[src/rtl/heading_hold_tank_drive_controller_macros.svh]
// assertion macros for the heading hold drive controller
// used by the controller and datapath files, needs clk and arst_n in scope
`ifndef HEADING_HOLD_TANK_DRIVE_CONTROLLER_MACROS_SVH
`define HEADING_HOLD_TANK_DRIVE_CONTROLLER_MACROS_SVH

// checked only while out of reset
`define HHTD_ASSERT(label, prop) \
	label: assert property (@(posedge clk) disable iff (!arst_n) prop) \
		else $error("%m: assertion failed");

// checked at every edge, reset included
`define HHTD_ASSERT_ALWAYS(label, prop) \
	label: assert property (@(posedge clk) prop) \
		else $error("%m: assertion failed");

`endif

[src/rtl/hhtd_pkg.sv]
// shared types, codes and angle helpers of the heading hold drive controller
// no dependencies
package hhtd_pkg;

	typedef logic [1:0]         cmd_code_t;
	typedef logic [2:0]         status_t;
	typedef logic [2:0]         reg_index_t;
	typedef logic [15:0]        reg_data_t;
	typedef logic signed [14:0] rpm_t;

	localparam cmd_code_t CMD_START    = 2'd0;
	localparam cmd_code_t CMD_TURN     = 2'd1;
	localparam cmd_code_t CMD_STRAIGHT = 2'd2;
	localparam cmd_code_t CMD_IDLE     = 2'd3;

	localparam status_t STAT_TURNING  = 3'd0;
	localparam status_t STAT_DONE     = 3'd1;
	localparam status_t STAT_TIMEOUT  = 3'd2;
	localparam status_t STAT_STRAIGHT = 3'd3;
	localparam status_t STAT_IDLE     = 3'd4;

	localparam reg_index_t REG_TURN_GAIN      = 3'd0;
	localparam reg_index_t REG_STRAIGHT_GAIN  = 3'd1;
	localparam reg_index_t REG_DEADBAND_SPEED = 3'd2;
	localparam reg_index_t REG_FINISH_SPEED   = 3'd3;
	localparam reg_index_t REG_MAX_SPEED      = 3'd4;
	localparam reg_index_t REG_DONE_TOLERANCE = 3'd5;
	localparam reg_index_t REG_MAX_RPM        = 3'd6;
	localparam reg_index_t REG_TIMEOUT_TICKS  = 3'd7;

	// centidegree angle constants
	localparam logic signed [17:0] HALF_TURN   = 18'sd18000;
	localparam logic signed [17:0] FULL_TURN   = 18'sd36000;
	localparam logic signed [17:0] TWO_TURNS   = 18'sd72000;
	localparam logic signed [17:0] THREE_TURNS = 18'sd108000;
	localparam logic signed [17:0] WRAP_LIM2   = 18'sd54000;
	localparam logic signed [17:0] WRAP_LIM3   = 18'sd90000;

	localparam logic [14:0] STRAIGHT_LIMIT = 15'd2000;
	localparam logic [32:0] ROUND_Q24      = 33'd256;
	localparam logic [32:0] ROUND_Q15      = 33'd16384;
	localparam logic [17:0] RPM_POS_MAX    = 18'd16383;
	localparam logic [17:0] RPM_NEG_MAG    = 18'd16384;

	typedef struct packed {
		logic [15:0] turn_gain;
		logic [15:0] straight_gain;
		logic [14:0] deadband_speed;
		logic [14:0] finish_speed;
		logic [14:0] max_speed;
		logic [14:0] done_tolerance;
		logic [12:0] max_rpm;
		logic [15:0] timeout_ticks;
	} hhtd_regs_t;

	// one step enable per sequencer state
	typedef struct packed {
		logic load_in;
		logic load_tgt;
		logic load_err;
		logic mul_gain;
		logic load_corr;
		logic mul_left;
		logic mul_right;
		logic load_out;
	} hhtd_cmd_t;

	// fold a target above a half turn into the gyro range
	function automatic logic signed [17:0] fold_angle(input logic signed [16:0] t);
		logic signed [17:0] tx;
		tx = 18'(t);
		return (tx <= HALF_TURN) ? tx : tx - FULL_TURN;
	endfunction

	// shortest-path wrap, input stays within three turns of zero
	function automatic logic signed [15:0] wrap_angle(input logic signed [17:0] e);
		logic signed [17:0] r;
		priority if (e > WRAP_LIM3) r = e - THREE_TURNS;
		else if (e > WRAP_LIM2) r = e - TWO_TURNS;
		else if (e > HALF_TURN) r = e - FULL_TURN;
		else if (e < -WRAP_LIM3) r = e + THREE_TURNS;
		else if (e < -WRAP_LIM2) r = e + TWO_TURNS;
		else if (e < -HALF_TURN) r = e + FULL_TURN;
		else r = e;
		return r[15:0];
	endfunction

endpackage

[src/rtl/hhtd_ifs.sv]
// valid/ready channel interfaces of the heading hold drive controller
// depends on hhtd_pkg
interface hhtd_in_if import hhtd_pkg::*; ();
	logic               valid;
	logic               ready;
	cmd_code_t          cmd;
	logic signed [16:0] target_angle;
	logic signed [15:0] heading;
	logic signed [15:0] speed;

	modport source (output valid, output cmd, output target_angle, output heading,
		output speed, input ready);
	modport sink (input valid, input cmd, input target_angle, input heading,
		input speed, output ready);
endinterface

interface hhtd_out_if import hhtd_pkg::*; ();
	logic    valid;
	logic    ready;
	rpm_t    left_rpm;
	rpm_t    right_rpm;
	status_t status;

	modport source (output valid, output left_rpm, output right_rpm, output status,
		input ready);
	modport sink (input valid, input left_rpm, input right_rpm, input status,
		output ready);
endinterface

interface hhtd_cfg_if import hhtd_pkg::*; ();
	logic       valid;
	logic       ready;
	reg_index_t index;
	reg_data_t  data;

	modport source (output valid, output index, output data, input ready);
	modport sink (input valid, input index, input data, output ready);
endinterface

[src/rtl/hhtd_cfg.sv]
// configuration register file of the heading hold drive controller
// depends on hhtd_pkg and hhtd_cfg_if
module hhtd_cfg import hhtd_pkg::*; (
	input  logic        clk,
	input  logic        arst_n,
	hhtd_cfg_if.sink    cfg,
	output hhtd_regs_t  regs
);

	hhtd_regs_t regs_q;

	assign cfg.ready = 1'b1;
	assign regs      = regs_q;

	always_ff @(posedge clk or negedge arst_n) begin
		if (!arst_n) begin
			regs_q.turn_gain      <= 16'd1342;
			regs_q.straight_gain  <= 16'd1342;
			regs_q.deadband_speed <= 15'd1638;
			regs_q.finish_speed   <= 15'd6554;
			regs_q.max_speed      <= 15'd26214;
			regs_q.done_tolerance <= 15'd200;
			regs_q.max_rpm        <= 13'd5000;
			regs_q.timeout_ticks  <= 16'd150;
		end else if (cfg.valid) begin
			unique case (cfg.index)
				REG_TURN_GAIN:      regs_q.turn_gain      <= cfg.data;
				REG_STRAIGHT_GAIN:  regs_q.straight_gain  <= cfg.data;
				REG_DEADBAND_SPEED: regs_q.deadband_speed <= cfg.data[14:0];
				REG_FINISH_SPEED:   regs_q.finish_speed   <= cfg.data[14:0];
				REG_MAX_SPEED:      regs_q.max_speed      <= cfg.data[14:0];
				REG_DONE_TOLERANCE: regs_q.done_tolerance <= cfg.data[14:0];
				REG_MAX_RPM:        regs_q.max_rpm        <= cfg.data[12:0];
				REG_TIMEOUT_TICKS:  regs_q.timeout_ticks  <= cfg.data;
			endcase
		end
	end

endmodule

[src/rtl/hhtd_ctrl.sv]
// sequencer of the heading hold drive controller: handshakes and step enables
// depends on hhtd_pkg and the assertion macro header
`include "heading_hold_tank_drive_controller_macros.svh"

module hhtd_ctrl import hhtd_pkg::*; (
	input  logic      clk,
	input  logic      arst_n,
	input  logic      in_valid,
	output logic      in_ready,
	output logic      out_valid,
	input  logic      out_ready,
	output hhtd_cmd_t ctl
);

	localparam logic [2:0] S_IDLE = 3'd0;
	localparam logic [2:0] S_TGT  = 3'd1;
	localparam logic [2:0] S_ERR  = 3'd2;
	localparam logic [2:0] S_GAIN = 3'd3;
	localparam logic [2:0] S_CORR = 3'd4;
	localparam logic [2:0] S_RPML = 3'd5;
	localparam logic [2:0] S_RPMR = 3'd6;
	localparam logic [2:0] S_FIN  = 3'd7;

	logic [2:0] state_q;
	logic [2:0] state_d;
	logic       out_valid_q;
	logic       out_free;

	assign out_free  = !out_valid_q || out_ready;
	assign in_ready  = (state_q == S_IDLE);
	assign out_valid = out_valid_q;

	always_comb begin
		ctl     = '0;
		state_d = state_q;
		unique case (state_q)
			S_IDLE: begin
				if (in_valid) begin
					ctl.load_in = 1'b1;
					state_d     = S_TGT;
				end
			end
			S_TGT: begin
				ctl.load_tgt = 1'b1;
				state_d      = S_ERR;
			end
			S_ERR: begin
				ctl.load_err = 1'b1;
				state_d      = S_GAIN;
			end
			S_GAIN: begin
				ctl.mul_gain = 1'b1;
				state_d      = S_CORR;
			end
			S_CORR: begin
				ctl.load_corr = 1'b1;
				state_d       = S_RPML;
			end
			S_RPML: begin
				ctl.mul_left = 1'b1;
				state_d      = S_RPMR;
			end
			S_RPMR: begin
				ctl.mul_right = 1'b1;
				state_d       = S_FIN;
			end
			S_FIN: begin
				// hold until the output register is free or its transfer completes
				if (out_free) begin
					ctl.load_out = 1'b1;
					state_d      = S_IDLE;
				end
			end
		endcase
	end

	always_ff @(posedge clk or negedge arst_n) begin
		if (!arst_n) begin
			state_q     <= S_IDLE;
			out_valid_q <= 1'b0;
		end else begin
			state_q <= state_d;
			if (ctl.load_out) begin
				out_valid_q <= 1'b1;
			end else if (out_ready) begin
				out_valid_q <= 1'b0;
			end
		end
	end

	`HHTD_ASSERT(a_one_step, $onehot0(ctl))
	`HHTD_ASSERT(a_accept_starts, (in_valid && in_ready) |=> (state_q == S_TGT))
	`HHTD_ASSERT(a_fixed_latency, (in_valid && in_ready && !out_valid_q) |-> ##7 ctl.load_out)
	`HHTD_ASSERT_ALWAYS(a_reset_idle, !arst_n |-> (state_q == S_IDLE && !out_valid_q))

endmodule

[src/rtl/hhtd_dp.sv]
// datapath of the heading hold drive controller: angle error, shared multiplier,
// correction shaping, rpm scaling and turn state; depends on hhtd_pkg and the macro header
`include "heading_hold_tank_drive_controller_macros.svh"

module hhtd_dp import hhtd_pkg::*; (
	input  logic               clk,
	input  logic               arst_n,
	input  hhtd_cmd_t          ctl,
	input  hhtd_regs_t         regs,
	input  cmd_code_t          in_cmd,
	input  logic signed [16:0] in_target_angle,
	input  logic signed [15:0] in_heading,
	input  logic signed [15:0] in_speed,
	output rpm_t               left_rpm,
	output rpm_t               right_rpm,
	output status_t            status
);

	// item registers
	cmd_code_t          op_q;
	logic signed [16:0] tgt_q;
	logic signed [15:0] hdg_q;
	logic signed [15:0] spd_q;
	logic signed [17:0] base_q;
	logic signed [15:0] err_q;
	logic [31:0]        prod_q;
	logic signed [16:0] left_x_q;
	logic signed [16:0] right_x_q;
	status_t            stat_q;
	rpm_t               left_rpm_q;
	rpm_t               out_left_q;
	rpm_t               out_right_q;
	status_t            out_status_q;

	// turn state
	logic               turn_active_q;
	logic [15:0]        tick_q;
	logic signed [15:0] latched_q;

	logic signed [17:0] fold_t;
	logic signed [15:0] wrap_t;
	logic signed [17:0] diff;
	logic [14:0]        err_mag;
	logic [15:0]        left_mag;
	logic [15:0]        right_mag;
	logic [15:0]        mul_a;
	logic [15:0]        mul_b;
	logic [31:0]        prod_d;
	logic [32:0]        rnd;
	logic [23:0]        mag;
	logic [14:0]        corr_mag;
	logic signed [15:0] corr;
	logic signed [16:0] corr_x;
	logic signed [16:0] spd_x;
	logic               is_turn;
	logic               timed_out;
	logic               turn_end;
	logic               far;

	function automatic rpm_t to_rpm(input logic [31:0] p, input logic neg, input logic zero);
		logic [32:0] s;
		logic [17:0] r;
		logic [17:0] n;
		rpm_t        res;
		s = {1'b0, p} + ROUND_Q15;
		r = s[32:15];
		priority if (zero) begin
			res = '0;
		end else if (neg) begin
			if (r > RPM_NEG_MAG) r = RPM_NEG_MAG;
			n   = -r;
			res = n[14:0];
		end else begin
			res = (r > RPM_POS_MAX) ? RPM_POS_MAX[14:0] : r[14:0];
		end
		return res;
	endfunction

	assign fold_t    = fold_angle(tgt_q);
	assign wrap_t    = wrap_angle(fold_t);
	assign diff      = base_q - 18'(hdg_q);
	assign err_mag   = err_q[15] ? 15'(-err_q) : err_q[14:0];
	assign left_mag  = left_x_q[16] ? 16'(-left_x_q) : left_x_q[15:0];
	assign right_mag = right_x_q[16] ? 16'(-right_x_q) : right_x_q[15:0];
	assign is_turn   = (op_q == CMD_START) || (op_q == CMD_TURN);
	assign timed_out = (tick_q >= regs.timeout_ticks);
	assign turn_end  = (err_mag <= regs.done_tolerance) || timed_out;
	assign far       = (err_mag > STRAIGHT_LIMIT);

	// one multiplier shared by the gain step and both rpm steps
	always_comb begin
		priority if (ctl.mul_left) begin
			mul_a = left_mag;
			mul_b = {3'b0, regs.max_rpm};
		end else if (ctl.mul_right) begin
			mul_a = right_mag;
			mul_b = {3'b0, regs.max_rpm};
		end else begin
			mul_a = {1'b0, err_mag};
			mul_b = (op_q == CMD_STRAIGHT) ? regs.straight_gain : regs.turn_gain;
		end
	end
	assign prod_d = 32'(mul_a) * 32'(mul_b);

	// q24 to q15 with rounding, then finish boost and max clamp
	assign rnd = {1'b0, prod_q} + ROUND_Q24;
	assign mag = rnd[32:9];
	always_comb begin
		priority if (mag > {9'b0, regs.max_speed}) begin
			corr_mag = regs.max_speed;
		end else if (mag > {9'b0, regs.deadband_speed} && mag < {9'b0, regs.finish_speed}) begin
			corr_mag = regs.finish_speed;
		end else begin
			corr_mag = mag[14:0];
		end
	end
	assign corr   = err_q[15] ? -$signed({1'b0, corr_mag}) : $signed({1'b0, corr_mag});
	assign corr_x = 17'(corr);
	assign spd_x  = 17'(spd_q);

	always_ff @(posedge clk or negedge arst_n) begin
		if (!arst_n) begin
			turn_active_q <= 1'b0;
			tick_q        <= '0;
			latched_q     <= '0;
		end else begin
			if (ctl.load_tgt && op_q == CMD_START) begin
				latched_q     <= wrap_t;
				tick_q        <= '0;
				turn_active_q <= 1'b1;
			end
			if (ctl.load_corr && is_turn && turn_active_q) begin
				if (turn_end) begin
					turn_active_q <= 1'b0;
				end else if (tick_q != '1) begin
					tick_q <= tick_q + 16'd1;
				end
			end
		end
	end

	always_ff @(posedge clk) begin
		if (ctl.load_in) begin
			op_q  <= in_cmd;
			tgt_q <= in_target_angle;
			hdg_q <= in_heading;
			spd_q <= in_speed;
		end
		if (ctl.load_tgt) begin
			unique case (op_q)
				CMD_START:    base_q <= 18'(wrap_t);
				CMD_TURN:     base_q <= 18'(latched_q);
				CMD_STRAIGHT: base_q <= fold_t;
				CMD_IDLE:     base_q <= fold_t;
			endcase
		end
		if (ctl.load_err) begin
			err_q <= wrap_angle(diff);
		end
		if (ctl.mul_gain || ctl.mul_left || ctl.mul_right) begin
			prod_q <= prod_d;
		end
		if (ctl.load_corr) begin
			unique case (op_q)
				CMD_START, CMD_TURN: begin
					if (!turn_active_q) begin
						left_x_q  <= '0;
						right_x_q <= '0;
						stat_q    <= STAT_IDLE;
					end else if (turn_end) begin
						left_x_q  <= '0;
						right_x_q <= '0;
						stat_q    <= timed_out ? STAT_TIMEOUT : STAT_DONE;
					end else begin
						left_x_q  <= corr_x;
						right_x_q <= -corr_x;
						stat_q    <= STAT_TURNING;
					end
				end
				CMD_STRAIGHT: begin
					// large errors spin in place, small ones ride on the base speed
					if (far) begin
						left_x_q  <= corr_x;
						right_x_q <= -corr_x;
					end else begin
						left_x_q  <= spd_x + corr_x;
						right_x_q <= spd_x - corr_x;
					end
					stat_q <= STAT_STRAIGHT;
				end
				CMD_IDLE: begin
					left_x_q  <= '0;
					right_x_q <= '0;
					stat_q    <= STAT_IDLE;
				end
			endcase
		end
		if (ctl.mul_right) begin
			left_rpm_q <= to_rpm(prod_q, left_x_q[16], left_mag <= {1'b0, regs.deadband_speed});
		end
		if (ctl.load_out) begin
			out_left_q   <= left_rpm_q;
			out_right_q  <= to_rpm(prod_q, right_x_q[16],
				right_mag <= {1'b0, regs.deadband_speed});
			out_status_q <= stat_q;
		end
	end

	assign left_rpm  = out_left_q;
	assign right_rpm = out_right_q;
	assign status    = out_status_q;

	`HHTD_ASSERT(a_err_wrapped, ctl.load_err |=> (err_q <= HALF_TURN && err_q >= -HALF_TURN))
	`HHTD_ASSERT(a_latched_range, latched_q <= HALF_TURN && latched_q >= -HALF_TURN)
	`HHTD_ASSERT(a_turn_ends, (ctl.load_corr && is_turn && turn_active_q && turn_end) |=> !turn_active_q)

endmodule

[src/rtl/heading_hold_tank_drive_controller.sv]
// Heading hold controller for a two-sided drive. Each input transfer carries one command
// (start turn, turn tick, straight tick or idle) and yields exactly one output transfer with
// left and right rpm and a status code. An accepted item runs a 7-step sequence before the
// next input transfer can be taken, a sequence whose steps are set by the use of one
// 16x16 multiplier that is used in turn for the gain product and for the left and right rpm
// scaling. The result sits in an output register, so the next item is taken while it waits;
// a stalled output only holds the sequencer at its last step. Configuration registers are
// written through their own channel, one per transfer, and should only change while idle.
// depends on hhtd_pkg, the channel interfaces, hhtd_cfg, hhtd_ctrl and hhtd_dp
module heading_hold_tank_drive_controller import hhtd_pkg::*; (
	input  logic      clk,
	input  logic      arst_n,
	hhtd_in_if.sink   in_ch,
	hhtd_out_if.source out_ch,
	hhtd_cfg_if.sink  cfg
);

	hhtd_regs_t regs;
	hhtd_cmd_t  ctl;

	hhtd_cfg u_cfg (
		.clk    (clk),
		.arst_n (arst_n),
		.cfg    (cfg),
		.regs   (regs)
	);

	hhtd_ctrl u_ctrl (
		.clk       (clk),
		.arst_n    (arst_n),
		.in_valid  (in_ch.valid),
		.in_ready  (in_ch.ready),
		.out_valid (out_ch.valid),
		.out_ready (out_ch.ready),
		.ctl       (ctl)
	);

	hhtd_dp u_dp (
		.clk             (clk),
		.arst_n          (arst_n),
		.ctl             (ctl),
		.regs            (regs),
		.in_cmd          (in_ch.cmd),
		.in_target_angle (in_ch.target_angle),
		.in_heading      (in_ch.heading),
		.in_speed        (in_ch.speed),
		.left_rpm        (out_ch.left_rpm),
		.right_rpm       (out_ch.right_rpm),
		.status          (out_ch.status)
	);

endmodule
[src/flat_wrapper.sv]
// flat-port wrapper written by rule: the top's interface ports become plain ports
module heading_hold_tank_drive_controller_flat import hhtd_pkg::*;
  (clk, arst_n, in_ch_valid, in_ch_cmd, in_ch_target_angle, in_ch_heading, in_ch_speed, in_ch_ready, out_ch_valid, out_ch_left_rpm, out_ch_right_rpm, out_ch_status, out_ch_ready, cfg_valid, cfg_index, cfg_data, cfg_ready);
  hhtd_in_if in_ch_i ();
  hhtd_out_if out_ch_i ();
  hhtd_cfg_if cfg_i ();
  input  logic clk;
  input  logic arst_n;
  input wire logic [$bits(in_ch_i.valid)-1:0] in_ch_valid;
  input wire logic [$bits(in_ch_i.cmd)-1:0] in_ch_cmd;
  input wire logic [$bits(in_ch_i.target_angle)-1:0] in_ch_target_angle;
  input wire logic [$bits(in_ch_i.heading)-1:0] in_ch_heading;
  input wire logic [$bits(in_ch_i.speed)-1:0] in_ch_speed;
  output wire logic [$bits(in_ch_i.ready)-1:0] in_ch_ready;
  output wire logic [$bits(out_ch_i.valid)-1:0] out_ch_valid;
  output wire logic [$bits(out_ch_i.left_rpm)-1:0] out_ch_left_rpm;
  output wire logic [$bits(out_ch_i.right_rpm)-1:0] out_ch_right_rpm;
  output wire logic [$bits(out_ch_i.status)-1:0] out_ch_status;
  input wire logic [$bits(out_ch_i.ready)-1:0] out_ch_ready;
  input wire logic [$bits(cfg_i.valid)-1:0] cfg_valid;
  input wire logic [$bits(cfg_i.index)-1:0] cfg_index;
  input wire logic [$bits(cfg_i.data)-1:0] cfg_data;
  output wire logic [$bits(cfg_i.ready)-1:0] cfg_ready;
  assign in_ch_i.valid = in_ch_valid;
  assign in_ch_i.cmd = in_ch_cmd;
  assign in_ch_i.target_angle = in_ch_target_angle;
  assign in_ch_i.heading = in_ch_heading;
  assign in_ch_i.speed = in_ch_speed;
  assign in_ch_ready = in_ch_i.ready;
  assign out_ch_valid = out_ch_i.valid;
  assign out_ch_left_rpm = out_ch_i.left_rpm;
  assign out_ch_right_rpm = out_ch_i.right_rpm;
  assign out_ch_status = out_ch_i.status;
  assign out_ch_i.ready = out_ch_ready;
  assign cfg_i.valid = cfg_valid;
  assign cfg_i.index = cfg_index;
  assign cfg_i.data = cfg_data;
  assign cfg_ready = cfg_i.ready;
  heading_hold_tank_drive_controller u_core (.clk(clk), .arst_n(arst_n), .in_ch(in_ch_i), .out_ch(out_ch_i), .cfg(cfg_i));
endmodule
[config.mk]
export PLATFORM = sky130hd
export DESIGN_NAME = heading_hold_tank_drive_controller_flat
export DESIGN_NICKNAME = d
export VERILOG_FILES = /design/src/rtl/hhtd_pkg.sv /design/src/rtl/hhtd_ifs.sv /design/src/rtl/hhtd_cfg.sv /design/src/rtl/hhtd_ctrl.sv /design/src/rtl/hhtd_dp.sv /design/src/rtl/heading_hold_tank_drive_controller.sv /design/src/flat_wrapper.sv
export VERILOG_INCLUDE_DIRS = /design/src /design/src/rtl
export SDC_FILE = /design/constraint.sdc
export NUM_CORES = 2
export LEC_CHECK = 0
export BUFFER_PORTS_ARGS = -buffer_cell sky130_fd_sc_hd__buf_2
export CORE_MARGIN = 3
export CORE_UTILIZATION = 46
export DETAILED_ROUTE_END_ITERATION = 6
export PLACE_DENSITY = 0.66
export SLEW_MARGIN = 10
export SYNTH_ARGS = -nofsm -noshare
export SYNTH_HDL_FRONTEND = slang
export SYNTH_SLANG_ARGS = --single-unit
[constraint.sdc]
create_clock -name clk -period 11.8 [get_ports clk]
set_clock_uncertainty 0.05 [all_clocks]
set_input_delay 2.36 -clock clk [delete_from_list [all_inputs] [get_ports clk]]
set_output_delay 2.36 -clock clk [all_outputs]
set_load 0.02 [all_outputs]
[Yosys cells after proc, flatten, opt, wreduce, memory -nomap -nowiden]
Cells that the tools add are included.
Storage, ports and cells
  flip-flop bits (word level): 360
  input port bits: 75
  output and inout port bits: 36
  logic and storage cells: 191
Operators by class
  add/sub/neg operators: 26
  multiply operators: 1
  $lt $le $gt $ge: 23
  equal/unequal tests: 20
  muxes and demuxes: 69
  reductions and logical operators: 25
Operators by type and width (count)
  16-bit two-way mux: 24
  15-bit two-way mux: 13
  17-bit two-way mux: 6
  17-bit case mux with 3 select lines: 2
  16-bit adder, second input constant: 4
  16-bit subtractor, second input constant: 4
  18-bit case mux with 3 select lines: 1
  24-bit by 15-bit > comparator with 1-bit output: 2
  15-bit negator: 3
  18-bit by 16-bit > comparator with 1-bit output, second input constant: 2
  18-bit by 17-bit > comparator with 1-bit output, second input constant: 2
  18-bit > comparator, second input constant: 2
  18-bit by 16-bit less-than comparator with 1-bit output, second input constant: 2
  18-bit by 17-bit less-than comparator with 1-bit output, second input constant: 2
  18-bit less-than comparator, second input constant: 2
  32-bit by 15-bit adder with 33-bit output, second input constant: 1
  32-bit by 9-bit adder with 33-bit output, second input constant: 1
  16-bit by 14-bit adder with 16-bit output, second input constant: 2
  16-bit by 15-bit <= comparator with 1-bit output: 2
  16-bit by 16-bit multiplier with 32-bit output: 1
  16-bit negator: 2
  16-bit by 14-bit subtractor with 16-bit output, second input constant: 2
  3-bit == test, second input constant: 8
  24-bit by 15-bit less-than comparator with 1-bit output: 1
  33 further kinds: 73

[Logic depth before layout (Yosys ltp)]
  depth after elaboration: 11
  gate-level depth with buffers: 39

[Cells and area by module]
Synthesis repeated with hierarchy kept, for this count alone.
Unflattened totals
  cells, all modules: 3523
  area, all modules: 32947.8 µm²
By module, submodules not included
  hhtd_dp: times used 1, cells each 3224, area an instance 27884.2 µm², seq. area each 6621.4 µm²
  hhtd_cfg: times used 1, cells each 267, area an instance 4722.0 µm², seq. area each 3086.7 µm²
  hhtd_ctrl: times used 1, cells each 32, area an instance 341.6 µm², seq. area each 100.1 µm²

[Worst setup path before layout]
Ideal clock, no wire load.
  kind: register to register
  start point: register u_core.u_dp.err_q[0]
  end point: register u_core.u_dp.prod_q[31], data pin
  library setup time: 0.260 ns
  data arrival time: 8.963 ns
  path slack: 2.527 ns
  stages on the path, launching flop included: 34
  buffers on the path: 0
  period minus slack after synthesis: 9.273 ns
  cell sequence: edfxtp_1 > or3_1 > or4_1 > or3_1 > nand2_1 > xnor2_1 > nor2_1 > o21a_1 > a211oi_1 > nand2_1 > fa_1 > fa_1 > fa_1 > inv_1 > fa_1 > fa_1 > inv_1 > fa_1 > inv_1 > ha_1 > and4_1 > a2111oi_0 > o21ai_0 > o22ai_1 > or2_2 > a21oi_1 > o221ai_1 > o2111a_1 > nor3_1 > and4_1 > or3_1 > a21o_1 > a21oi_1 > xnor2_1
On the way
  word-level cells in the longest chain between the ends: 5
Ends and longest elaborated chain
  start: declaration: line hhtd_dp.sv:25  | logic signed [15:0] err_q;
  start signal: assignment: line hhtd_dp.sv:158  | err_q <= wrap_angle(diff);
  15-bit negator: line hhtd_dp.sv:82  | assign err_mag = err_q[15] ? 15'(-err_q) : err_q[14:0];
  15-bit two-way mux (*): line hhtd_dp.sv:82
  16-bit two-way mux (*): line hhtd_dp.sv:95  | end else if (ctl.mul_right) begin
  16-bit two-way mux (*): line hhtd_dp.sv:92  | priority if (ctl.mul_left) begin
  16-bit by 16-bit multiplier with 32-bit output (*): line hhtd_dp.sv:103  | assign prod_d = 32'(mul_a) * 32'(mul_b);
  named net u_core.u_dp.prod_d[31]: line hhtd_dp.sv:48  | logic [31:0] prod_d;
  end signal: assignment: line hhtd_dp.sv:161  | prod_q <= prod_d;
  end: declaration: line hhtd_dp.sv:26  | logic [31:0] prod_q;
Mark *: on every way through the listed nets, which the timed path passes. The rest lies on a longest branch.
A chain may end at the register's enable or synchronous reset.

[Worst setup path after layout]
Same ends and word-level chain as after synthesis.

==> flow_metrics.tcl <==
set metrics [dict create \
    path_max_fanout 7 \
    grt_usage_pct 25.3 \
    core_area_um2 70600 \
    globalRouteOverflowTotal 0 \
    rsz0062_at_grt "false" \
    syn-cell-area_um2 33100 \
    setup_violations 0 \
    root_buffer "clkbuf_16" \
    cts_resized 0 \
    worst_pin_slew_ns 1.16 \
    critical_path_required_ns 12.06 \
    drt-initial-drc-count 2579 \
    wl_per_cell_um 20.5 \
    port-buffer-count 109 \
    min_period_ns 10.12 \
    htree_num_levels 2 \
    die_w_um 274 \
    maxSlewHeadroom_pct 22.3 \
    critical_path_arrival_ns 10.38 \
    routed_wl_mm 95.2 \
    io_pins 111 \
    maxCapViolCount 0 \
    cpPeakStageDelay_ns 0.94 \
    slowest_stage "a211oi_1" \
    avgSynthCellArea_um2 9.16 \
    start_util_pct 46.8 \
    critical_path_class "register to register" \
    hold_viol_final 0 \
    antennaDiodeCount 0 \
    synth-seq-cells 351 \
    drc_errors 0 \
    grt_pass1_wl_mm 150 \
    synth_top_area_share_pct 17.5 \
    synth_most_common_cell "inv_1" \
    drt-pass1-iter-count 6 \
    final_nets 4209 \
    numCtsBuffers 40 \
    ys_top_cells_by_area "edfxtp_1, fa_1, ha_1, dfrtp_1, inv_1" \
    clockBufferDepth 3 \
    ys_types 110 \
    min_period_over_period_pct 85.8 \
    setup_tns_ns 0 \
    dieArea_um2 75100 \
    synth-seq-area-share_pct 29.7 \
    clock_latency_ns 0.57 \
    post-cts-setup-buffers 0 \
    synth_cells 3610 \
    cts_tree "yes" \
    crit_path_end_kind "register" \
    crit_top_cell "fa_1" \
    clkTransAtPathRegs_ns 0.07 \
    synth_enable_flop_cells 193 \
    yosys.area.top_type "edfxtp_1" \
    grt_pass1_vias 26500 \
    die_h_um 274 \
    num_vias 27100 \
    ys_warn_count 0 \
    busiest_layer "met2" \
    met1_usage_pct 33.8 \
    rows 97 \
    synth_common_cells "inv_1, nand2_1, nor2_1" \
    postSynth.asyncResetShare_pct 45.0 \
    gr-usage-met3_pct 4.58 \
    run_status "finished clean" \
    met2_usage_pct 42.1 \
    ant_nets 0 \
    layout-drive-gt1-share_pct 12.2 \
    finalMaxSlewViolations 0 \
    synth-main-ff-cell "edfxtp_1" \
    hold_depth 0 \
    hp-class "register to register" \
    ff2ff_path_depth 34 \
    cts_hold_buf 0 \
    vias_per_cell 5.85 \
    hpwl_mm 74.5 \
    antenna_found_initial 4 \
    place_congestion 1.02 \
    grt_start_max_net_pins 89 \
    clock_sinks 351 \
    worst_setup_path_start_kind "register" \
    fmax_ghz 0.0988 \
    syn_to_final_growth_pct 8.69 \
]
## state kept, by name (all words and copies together) (netlist names)
register,flops
u_core.u_cfg.regs,121
u_core.u_ctrl.out_valid,1
u_core.u_ctrl.state_q,3
u_core.u_dp.base_q,18
u_core.u_dp.err_q,16
u_core.u_dp.hdg_q,16
u_core.u_dp.latched_q,16
u_core.u_dp.left_rpm,15
u_core.u_dp.left_rpm_q,15
u_core.u_dp.left_x_q,17
u_core.u_dp.op_q,2
u_core.u_dp.prod_q,24
u_core.u_dp.right_rpm,15
u_core.u_dp.right_x_q,16
u_core.u_dp.spd_q,16
u_core.u_dp.stat_q,3
u_core.u_dp.status,3
u_core.u_dp.tgt_q,17
u_core.u_dp.tick_q,16
u_core.u_dp.turn_active_q,1
## cell type report
cell class | count | area (µm²)
timing repair buffer | 153 | 882
clock buffer | 49 | 1070
inverter | 404 | 1520
clock inverter | 25 | 272
multi-input combinational | 2712 | 21200
fill | 6530 | 34700
sequential | 351 | 9810
tap | 940 | 1180
## routing by layer
layer,vias up,part of all wire (%)
met3,174,7.8
met1,13200,43
met2,994,46
met5,-,0
li1,12700,-
met4,0,3.1
## logic make-up after synthesis
kind of cell | share of synthesized area [%]
AND/OR/NAND/NOR | 16.5
AO/OA/AOI/OAI | 15.6
other | 0.0227
buffers and inverters | 6.40
flip-flops | 29.7
XOR/XNOR | 5.13
multiplexers | 4.34
adder cells (fa/ha/maj) | 22.3
## worst paths after layout
path	endpoint	start	slack, ns
setup / recovery	u_core.u_dp.prod_q[31]	u_core.u_dp.err_q[0]	1.68
hold / removal	u_core.u_dp.left_rpm[8]	u_core.u_dp.left_rpm_q[8]	0.36
setup reg to reg	u_core.u_dp.prod_q[31]	u_core.u_dp.err_q[0]	1.68
hold reg to reg	u_core.u_dp.left_rpm[8]	u_core.u_dp.left_rpm_q[8]	0.36
max in group asynchronous	u_core.u_cfg.regs[86]	arst_n	8.34
min in group asynchronous	u_core.u_dp.latched_q[3]	arst_n	1.81
## layout by cell type (no fill, tap or decap), drive strengths merged, types with 24 or more instances in the layout
cell type	count
or3	24
o21a	48
xnor2	140
a21o	42
o22ai	42
nor2b	30
nor2	284
fa	196
inv	408
nand2b	52
a21oi	185
ha	276
a211oi	43
o21ai	183
and2	35
mux2	106
dfstp	47
mux2i	24
xor2	52
o31ai	31
clkbuf	49
dfrtp	111
edfxtp	193
buf	153
nand3	78
nand2	367
nor3	105
nand4	44
## metrics by stage
stage | std cells | instance area, µm² | hold WS, ns | util (%) | setup slack [ns]
after detailed placement | 4560 | 34600 | 0.355 | 49.0 | 1.77
after floorplan | 3612 | 33100 | 0.350 | - | 2.53
after global placement | 4560 | 34600 | 0.351 | 49.0 | 2.11
after global routing | 4634 | 35900 | 0.366 | 50.9 | 1.22
final | 4634 | 35900 | 0.356 | 50.9 | 1.68
after CTS | 4634 | 35900 | 0.358 | 50.9 | 1.72
## critical path: cells and delay by family, from the launching register on
| kind | cells | cell delay (ns) |
|---|---|---|
| flip-flops | 1 | 0.42 |
| AND/OR/NAND/NOR | 9 | 1.87 |
| buffers and inverters | 4 | 0.37 |
| XOR/XNOR | 2 | 0.35 |
| AO/OA/AOI/OAI | 11 | 3.20 |
| adder cells (fa/ha/maj) | 8 | 3.60 |
Power is not shown: default switching activity piles up to over one toggle a cycle in this logic, so the estimate is an artifact.
